==> src/rtl/gha_pkg.sv <==
// Shared types, codes and a helper function for the generational handle allocator.
package gha_pkg;

  // Fixed widths of the transaction fields.
  localparam int OPCODE_W    = 2;
  localparam int IDX_FIELD_W = 10;
  localparam int VER_FIELD_W = 16;
  localparam int STATUS_W    = 2;

  // Widest vector that the highest-bit search handles, and its index width.
  localparam int SCAN_W     = 256;
  localparam int SCAN_IDX_W = 8;

  // Operation codes.
  localparam logic [OPCODE_W-1:0] OP_ALLOC   = 2'd0;
  localparam logic [OPCODE_W-1:0] OP_RELEASE = 2'd1;
  localparam logic [OPCODE_W-1:0] OP_CHECK   = 2'd2;

  // Status codes.
  localparam logic [STATUS_W-1:0] STATUS_OK   = 2'd0;
  localparam logic [STATUS_W-1:0] STATUS_FULL = 2'd1;
  localparam logic [STATUS_W-1:0] STATUS_BAD  = 2'd2;

  typedef struct packed {
    logic [OPCODE_W-1:0]    opcode;
    logic [IDX_FIELD_W-1:0] slot_index;
    logic [VER_FIELD_W-1:0] slot_version;
  } request_t;

  typedef struct packed {
    logic [STATUS_W-1:0]    status;
    logic [IDX_FIELD_W-1:0] handle_index;
    logic [VER_FIELD_W-1:0] handle_version;
    logic                   handle_valid;
  } result_t;

  typedef enum logic [1:0] {
    ST_IDLE,
    ST_COL,
    ST_FIN
  } state_t;

  // Position of the highest set bit; zero when no bit is set.
  function automatic logic [SCAN_IDX_W-1:0] top_one(input logic [SCAN_W-1:0] v);
    logic [SCAN_IDX_W-1:0] pos;
    pos = '0;
    for (int i = 0; i < SCAN_W; i++) begin
      if (v[i]) begin
        pos = SCAN_IDX_W'(i);
      end
    end
    return pos;
  endfunction

endpackage

==> src/rtl/gha_free_map.sv <==
// Two-level free bitmap: a row memory of free bits plus a per-row summary register.
module gha_free_map #(
  parameter int ROW_W = 5,
  parameter int COL_W = 5
) (
  input  logic                  clk,
  input  logic                  rst,
  input  logic                  rd_en,
  input  logic [ROW_W-1:0]      rd_row,
  output logic [(2**COL_W)-1:0] rd_bits,
  input  logic                  wr_en,
  input  logic [ROW_W-1:0]      wr_row,
  input  logic [(2**COL_W)-1:0] wr_bits,
  output logic [ROW_W-1:0]      top_row,
  output logic                  any_free
);

  localparam int ROWS = 2**ROW_W;
  localparam int COLS = 2**COL_W;

  logic [COLS-1:0] mem [ROWS];
  logic [COLS-1:0] mem_q;
  logic [ROWS-1:0] row_vld;
  logic [ROWS-1:0] summary;
  logic            vld_q;

  // Row memory with a registered read port.
  always_ff @(posedge clk) begin
    if (wr_en) begin
      mem[wr_row] <= wr_bits;
    end
    if (rd_en) begin
      mem_q <= mem[rd_row];
    end
  end

  // Row valid bits and the summary of rows that hold a free slot.
  always_ff @(posedge clk) begin
    if (rst) begin
      row_vld <= '0;
      summary <= '0;
      vld_q   <= 1'b0;
    end else begin
      if (wr_en) begin
        row_vld[wr_row] <= 1'b1;
        summary[wr_row] <= |wr_bits;
      end
      if (rd_en) begin
        vld_q <= row_vld[rd_row];
      end
    end
  end

  // A row never written since reset reads as all clear.
  assign rd_bits  = vld_q ? mem_q : '0;
  assign any_free = |summary;
  assign top_row  = ROW_W'(gha_pkg::top_one(gha_pkg::SCAN_W'(summary)));

endmodule

==> config.mk <==
export PLATFORM = sky130hd
export DESIGN_NAME = gha_free_map
export DESIGN_NICKNAME = d
export VERILOG_FILES = /design/src/rtl/gha_pkg.sv /design/src/rtl/gha_free_map.sv
export SDC_FILE = /design/constraint.sdc
export NUM_CORES = 1
export LEC_CHECK = 0
export CAP_MARGIN = 40
export CELL_PAD_IN_SITES_DETAIL_PLACEMENT = 1
export CELL_PAD_IN_SITES_GLOBAL_PLACEMENT = 2
export CORE_MARGIN = 1
export CORE_UTILIZATION = 55
export DETAILED_ROUTE_END_ITERATION = 10
export DONT_BUFFER_PORTS = 1
export HOLD_SLACK_MARGIN = 0.1
export PLACE_DENSITY_LB_ADDON = 0.1
export SYNTH_ARGS = -nofsm -noshare
export SYNTH_HDL_FRONTEND = slang
export SYNTH_SLANG_ARGS = --single-unit
==> constraint.sdc <==
create_clock -name clk -period 7.4 [get_ports clk]
set_clock_uncertainty 0.05 [all_clocks]
set_input_delay 0.74 -clock clk [delete_from_list [all_inputs] [get_ports clk]]
set_output_delay 0.74 -clock clk [all_outputs]
set_load 0.1 [all_outputs]
* Word level (Yosys, flattened, before mapping)
Memories as Yosys holds them, arrays and structs flattened. A register that Yosys moved wholly into a read port is not among the register bits.
Cells that the tools add are included.
** Storage, ports and cells
- Bits in registers :: 65
- Output and inout port bits :: 38
- Bits in writable memories :: 1024
- Logic and storage cells :: 50
- Memories :: 1
- Bits of input ports :: 46
** Memories
- mem :: depth 32, width 32, rd ports 1, clocked after Yosys merged registers in 1, wr ports 1, line gha_free_map.sv:21 : logic [COLS-1:0] mem [ROWS];
** Cells by class
- Muxes and demuxes :: 39
- Bitwise operators :: 1
- Reduce and logical (&&, ||, !) cells :: 3
- Order comparisons :: 3
** Operators by type and width (count)
- $mux W5 :: 30
- $reduce_or A32 Y1 :: 2
- $bwmux W32 :: 1
- $mux W32 :: 1
- $or A32 B32 Y32 :: 1
- $lt A5 B6 Y1 const B :: 2
- $bmux W1 S5 :: 1
- $demux W1 S5 :: 1
- $ge A5 B1 Y1 const B :: 1
- $mux W1 :: 5
- $logic_and A1 B1 Y1 :: 1

* Depth between registers and ports, before layout
- Word-level depth :: 31
- Depth in mapped cells :: 7
- Mapped depth without buffers :: 6

* Worst setup path before layout
No wires, ideal clock.
- Kind :: register to output
- From :: reg summary[16]
- To :: out top_row[2]
- Stages on the path, launching flop included :: 4
- Path slack :: 3.643 ns
- Data required time :: 6.610 ns
- Data arrival time :: 2.967 ns
- Buffers on the path :: 0
- Path through :: dfxtp_1 > nor4_1 > a21boi_0 > o21ai_0
** On the way
- Cells in the longest elaborated chain, start to end :: 16
** Ends and longest elaborated chain
- from (decl) :: line gha_free_map.sv:24 : logic [ROWS-1:0] summary;
- from (signal, indexed assignment) :: line gha_free_map.sv:46 : summary[wr_row] <= |wr_bits;
- $mux W5 (16 in a row) :: line gha_pkg.sv:48 : if (v[i]) begin
- to (decl) :: line gha_free_map.sv:14 : output logic [ROW_W-1:0] top_row,
No other way between the ends.

* Worst setup path in the final report
- From :: reg summary[3]
- To :: out top_row[1]
** On the way
- Cells in the longest elaborated chain, start to end :: 29
** Ends and longest elaborated chain (line)
- $mux W5 (29 in a row) :: gha_pkg.sv:48
No other way between the ends.

==> impl_metrics.tcl <==
set metrics [dict create \
    nNetsFinal 2076 \
    grt_util_all_layers_pct 27.2 \
    drv_cap 0 \
    die_y_um 281 \
    placed_area_um2 44700 \
    die-area_um2 78700 \
    hp-class "in2reg" \
    clk_path_buf_depth 3 \
    routedWlPerCell_um 33.1 \
    slew_violations 0 \
    yosysUniqueCellTypes 36 \
    ys_seq_area_share_pct 77.4 \
    synth_area_leaders "edfxtp_1 74%, mux4_2 17%, dfxtp_1 3.0%" \
    vias_per_cell 6.39 \
    fin_crit_sh_pct 45.6 \
    syn-num-nets 1905 \
    cts_root_buf "clkbuf_16" \
    finalWeightedCongestion 0.742 \
    grt_pass1_vias 20900 \
    max_freq_ghz 0.297 \
    grt_first_pass_wirelength_mm 149 \
    start_util_pct 55.9 \
    fin_tns_setup_ps 0 \
    detail-route-antenna-nets 0 \
    path_clk_slew_ps 60 \
    worst_setup_path_start_kind "register" \
    worst_ep_arrival_time_ps 2580 \
    dr_total_vias 20100 \
    post-dp-hpwl_mm 49.7 \
    ios 84 \
    drcViolationCount 0 \
    grt_start_max_net_pins 265 \
    crit_path_end_kind "primary output" \
    cts_tree "built" \
    first_pass_iters 5 \
    power.density_nw_per_um2 267 \
    outcome "completed" \
    critPathMaxFanout 3 \
    antenna_found_initial 8 \
    fin_area_um2 49100 \
    dieWidth_um 281 \
    cts-buffers-inserted 111 \
    rows 101 \
    fin_hold_ws_ps 148 \
    ys_seq_elements 1121 \
    min_period_ps 3370 \
    core-area_um2 76300 \
    startpoint "summary[3]" \
    synthArstFlopShare_pct 0 \
    finalPower_mw 13.1 \
    cts_sinks 1121 \
    drive_gt1_share_pct 30.6 \
    tightest_slew_ps 952 \
    globalRoute.totalOverflow 0 \
    htree_levels 3 \
    crit-reg2reg-launch "mem[29][31]" \
    ir_worst_vdd_mv 0.221 \
    required_ps 6610 \
    wl_mm 104 \
    critical_path_class "reg2out" \
    yosysTopAreaCellShare_pct 74.3 \
    yosysWarningCount 0 \
    syn_avg_cell_area_um2 23.0 \
    setup_violations 0 \
    hp-start "rd_en" \
    io_buffers 0 \
    synthToLayoutAreaGrowth_pct 15.0 \
    hold_viol_final 0 \
    synth_edf_count 1056 \
    fill_cells 6069 \
    rsz0062_at_grt "no" \
    syn_inst 1859 \
    clock_latency_ps 670 \
    synthFlopType "edfxtp_1" \
    synth_top_area_cell "edfxtp_1" \
    drt_iter0_markers 2239 \
    maxSlewHeadroom_pct 36.3 \
    syn_area_um2 42700 \
    static-leakage-power_nw 15.3 \
]
sequential cells by signal, indices dropped and copies added (netlist names):
register / flops
summary: 32
vld_q: 1
mem: 1024
row_vld: 32
mem_q: 32
cells in the mapped netlist, drive strengths merged, types with 2 or more instances:
cell type / instances
a211oi: 34
a21boi: 2
a21oi: 6
and2: 32
buf: 43
clkbuf: 49
dfxtp: 65
edfxtp: 1056
inv: 5
mux2: 32
mux2i: 4
mux4: 329
nand2: 6
nand2b: 2
nand3: 4
nand3b: 5
nand4: 2
nor2: 145
nor4: 14
o211ai: 2
o21ai: 4
o21bai: 4
o31ai: 2
or3b: 3
kinds of logic after synthesis:
group,count (synthesis),synth area share (%)
and+or+nand+nor,218,2.33
AOI/OAI and AO/OA,58,0.973
DFF,1121,77.4
muxes,365,18.3
buffers and inverters,97,1.04
worst paths after layout:
kind,end,slack (ps),cells past startpoint
worst max-delay path,top_row[1],4030,7
worst min-delay path,mem_q[18],150,0
worst max register to register,mem_q[31],5310,3
worst min register to register,row_vld[23],410,2
cells in the final DEF, fill, tap and decap left out, drive strengths merged, types with 34 or more instances in the layout:
cell         count
buf             98
a211oi          34
edfxtp        1056
nor2           145
mux4           329
clkbuf         146
dfxtp           65
dlygate4sd3     52
clkinv          45
per-layer routing:
metal	wire [um]	vias to the layer above	GRT usage (%)
met2	51300	760	43.1
met5	27	-	0
met3	6640	146	4.54
met4	2050	4	6.74
met1	44200	11000	40.2
li1	-	8206	-
stage by stage:
stage                     util, %  std cells  worst slack, ps
after floorplan                 -       1859             3640
after global placement       57.7       2831             3570
after detailed placement     58.6       2872             4240
after CTS                    63.9       3127             3990
after global routing         64.3       3149             3880
final                        64.3       3151             4030
where the power goes:
part / switching, mW / internal [mW] / total, mW / leakage, nW
Combinational: 0.343 / 0.321 / 0.664 / 3.58
Sequential: 0.0256 / 7.03 / 7.06 / 10.1
Clock: 2.29 / 3.08 / 5.37 / 1.70
worst max-delay path, stage by stage, from the launching register on:
cell and delay, ps:
dfxtp_1 370, nor2_1 80, o31ai_1 240, a21boi_0 140, o31ai_1 310, a211oi_1 160
o211ai_1 380, buf_16 220
timing repair:
action / in CTS / in global routing
resized for setup: 0 / 0
buffers inserted: 0 / 0
endpoints found under the hold margin: 967 / 0
hold buffers: 54 / 0
cell type report:
class	count	area [um^2]	share of cell area [%]
Timing Repair Buffer	150	1840	3.74
Antenna cell	3	7.51	0.0153
Multi-Input combinational cell	641	9470	19.3
Tap cell	1030	1290	2.63
Sequential cell	1121	33000	67.2
Clock buffer	146	3040	6.20
Inverter	5	18.8	0.0382
Clock inverter	55	418	0.851
Power figures use the tool's default switching activity.
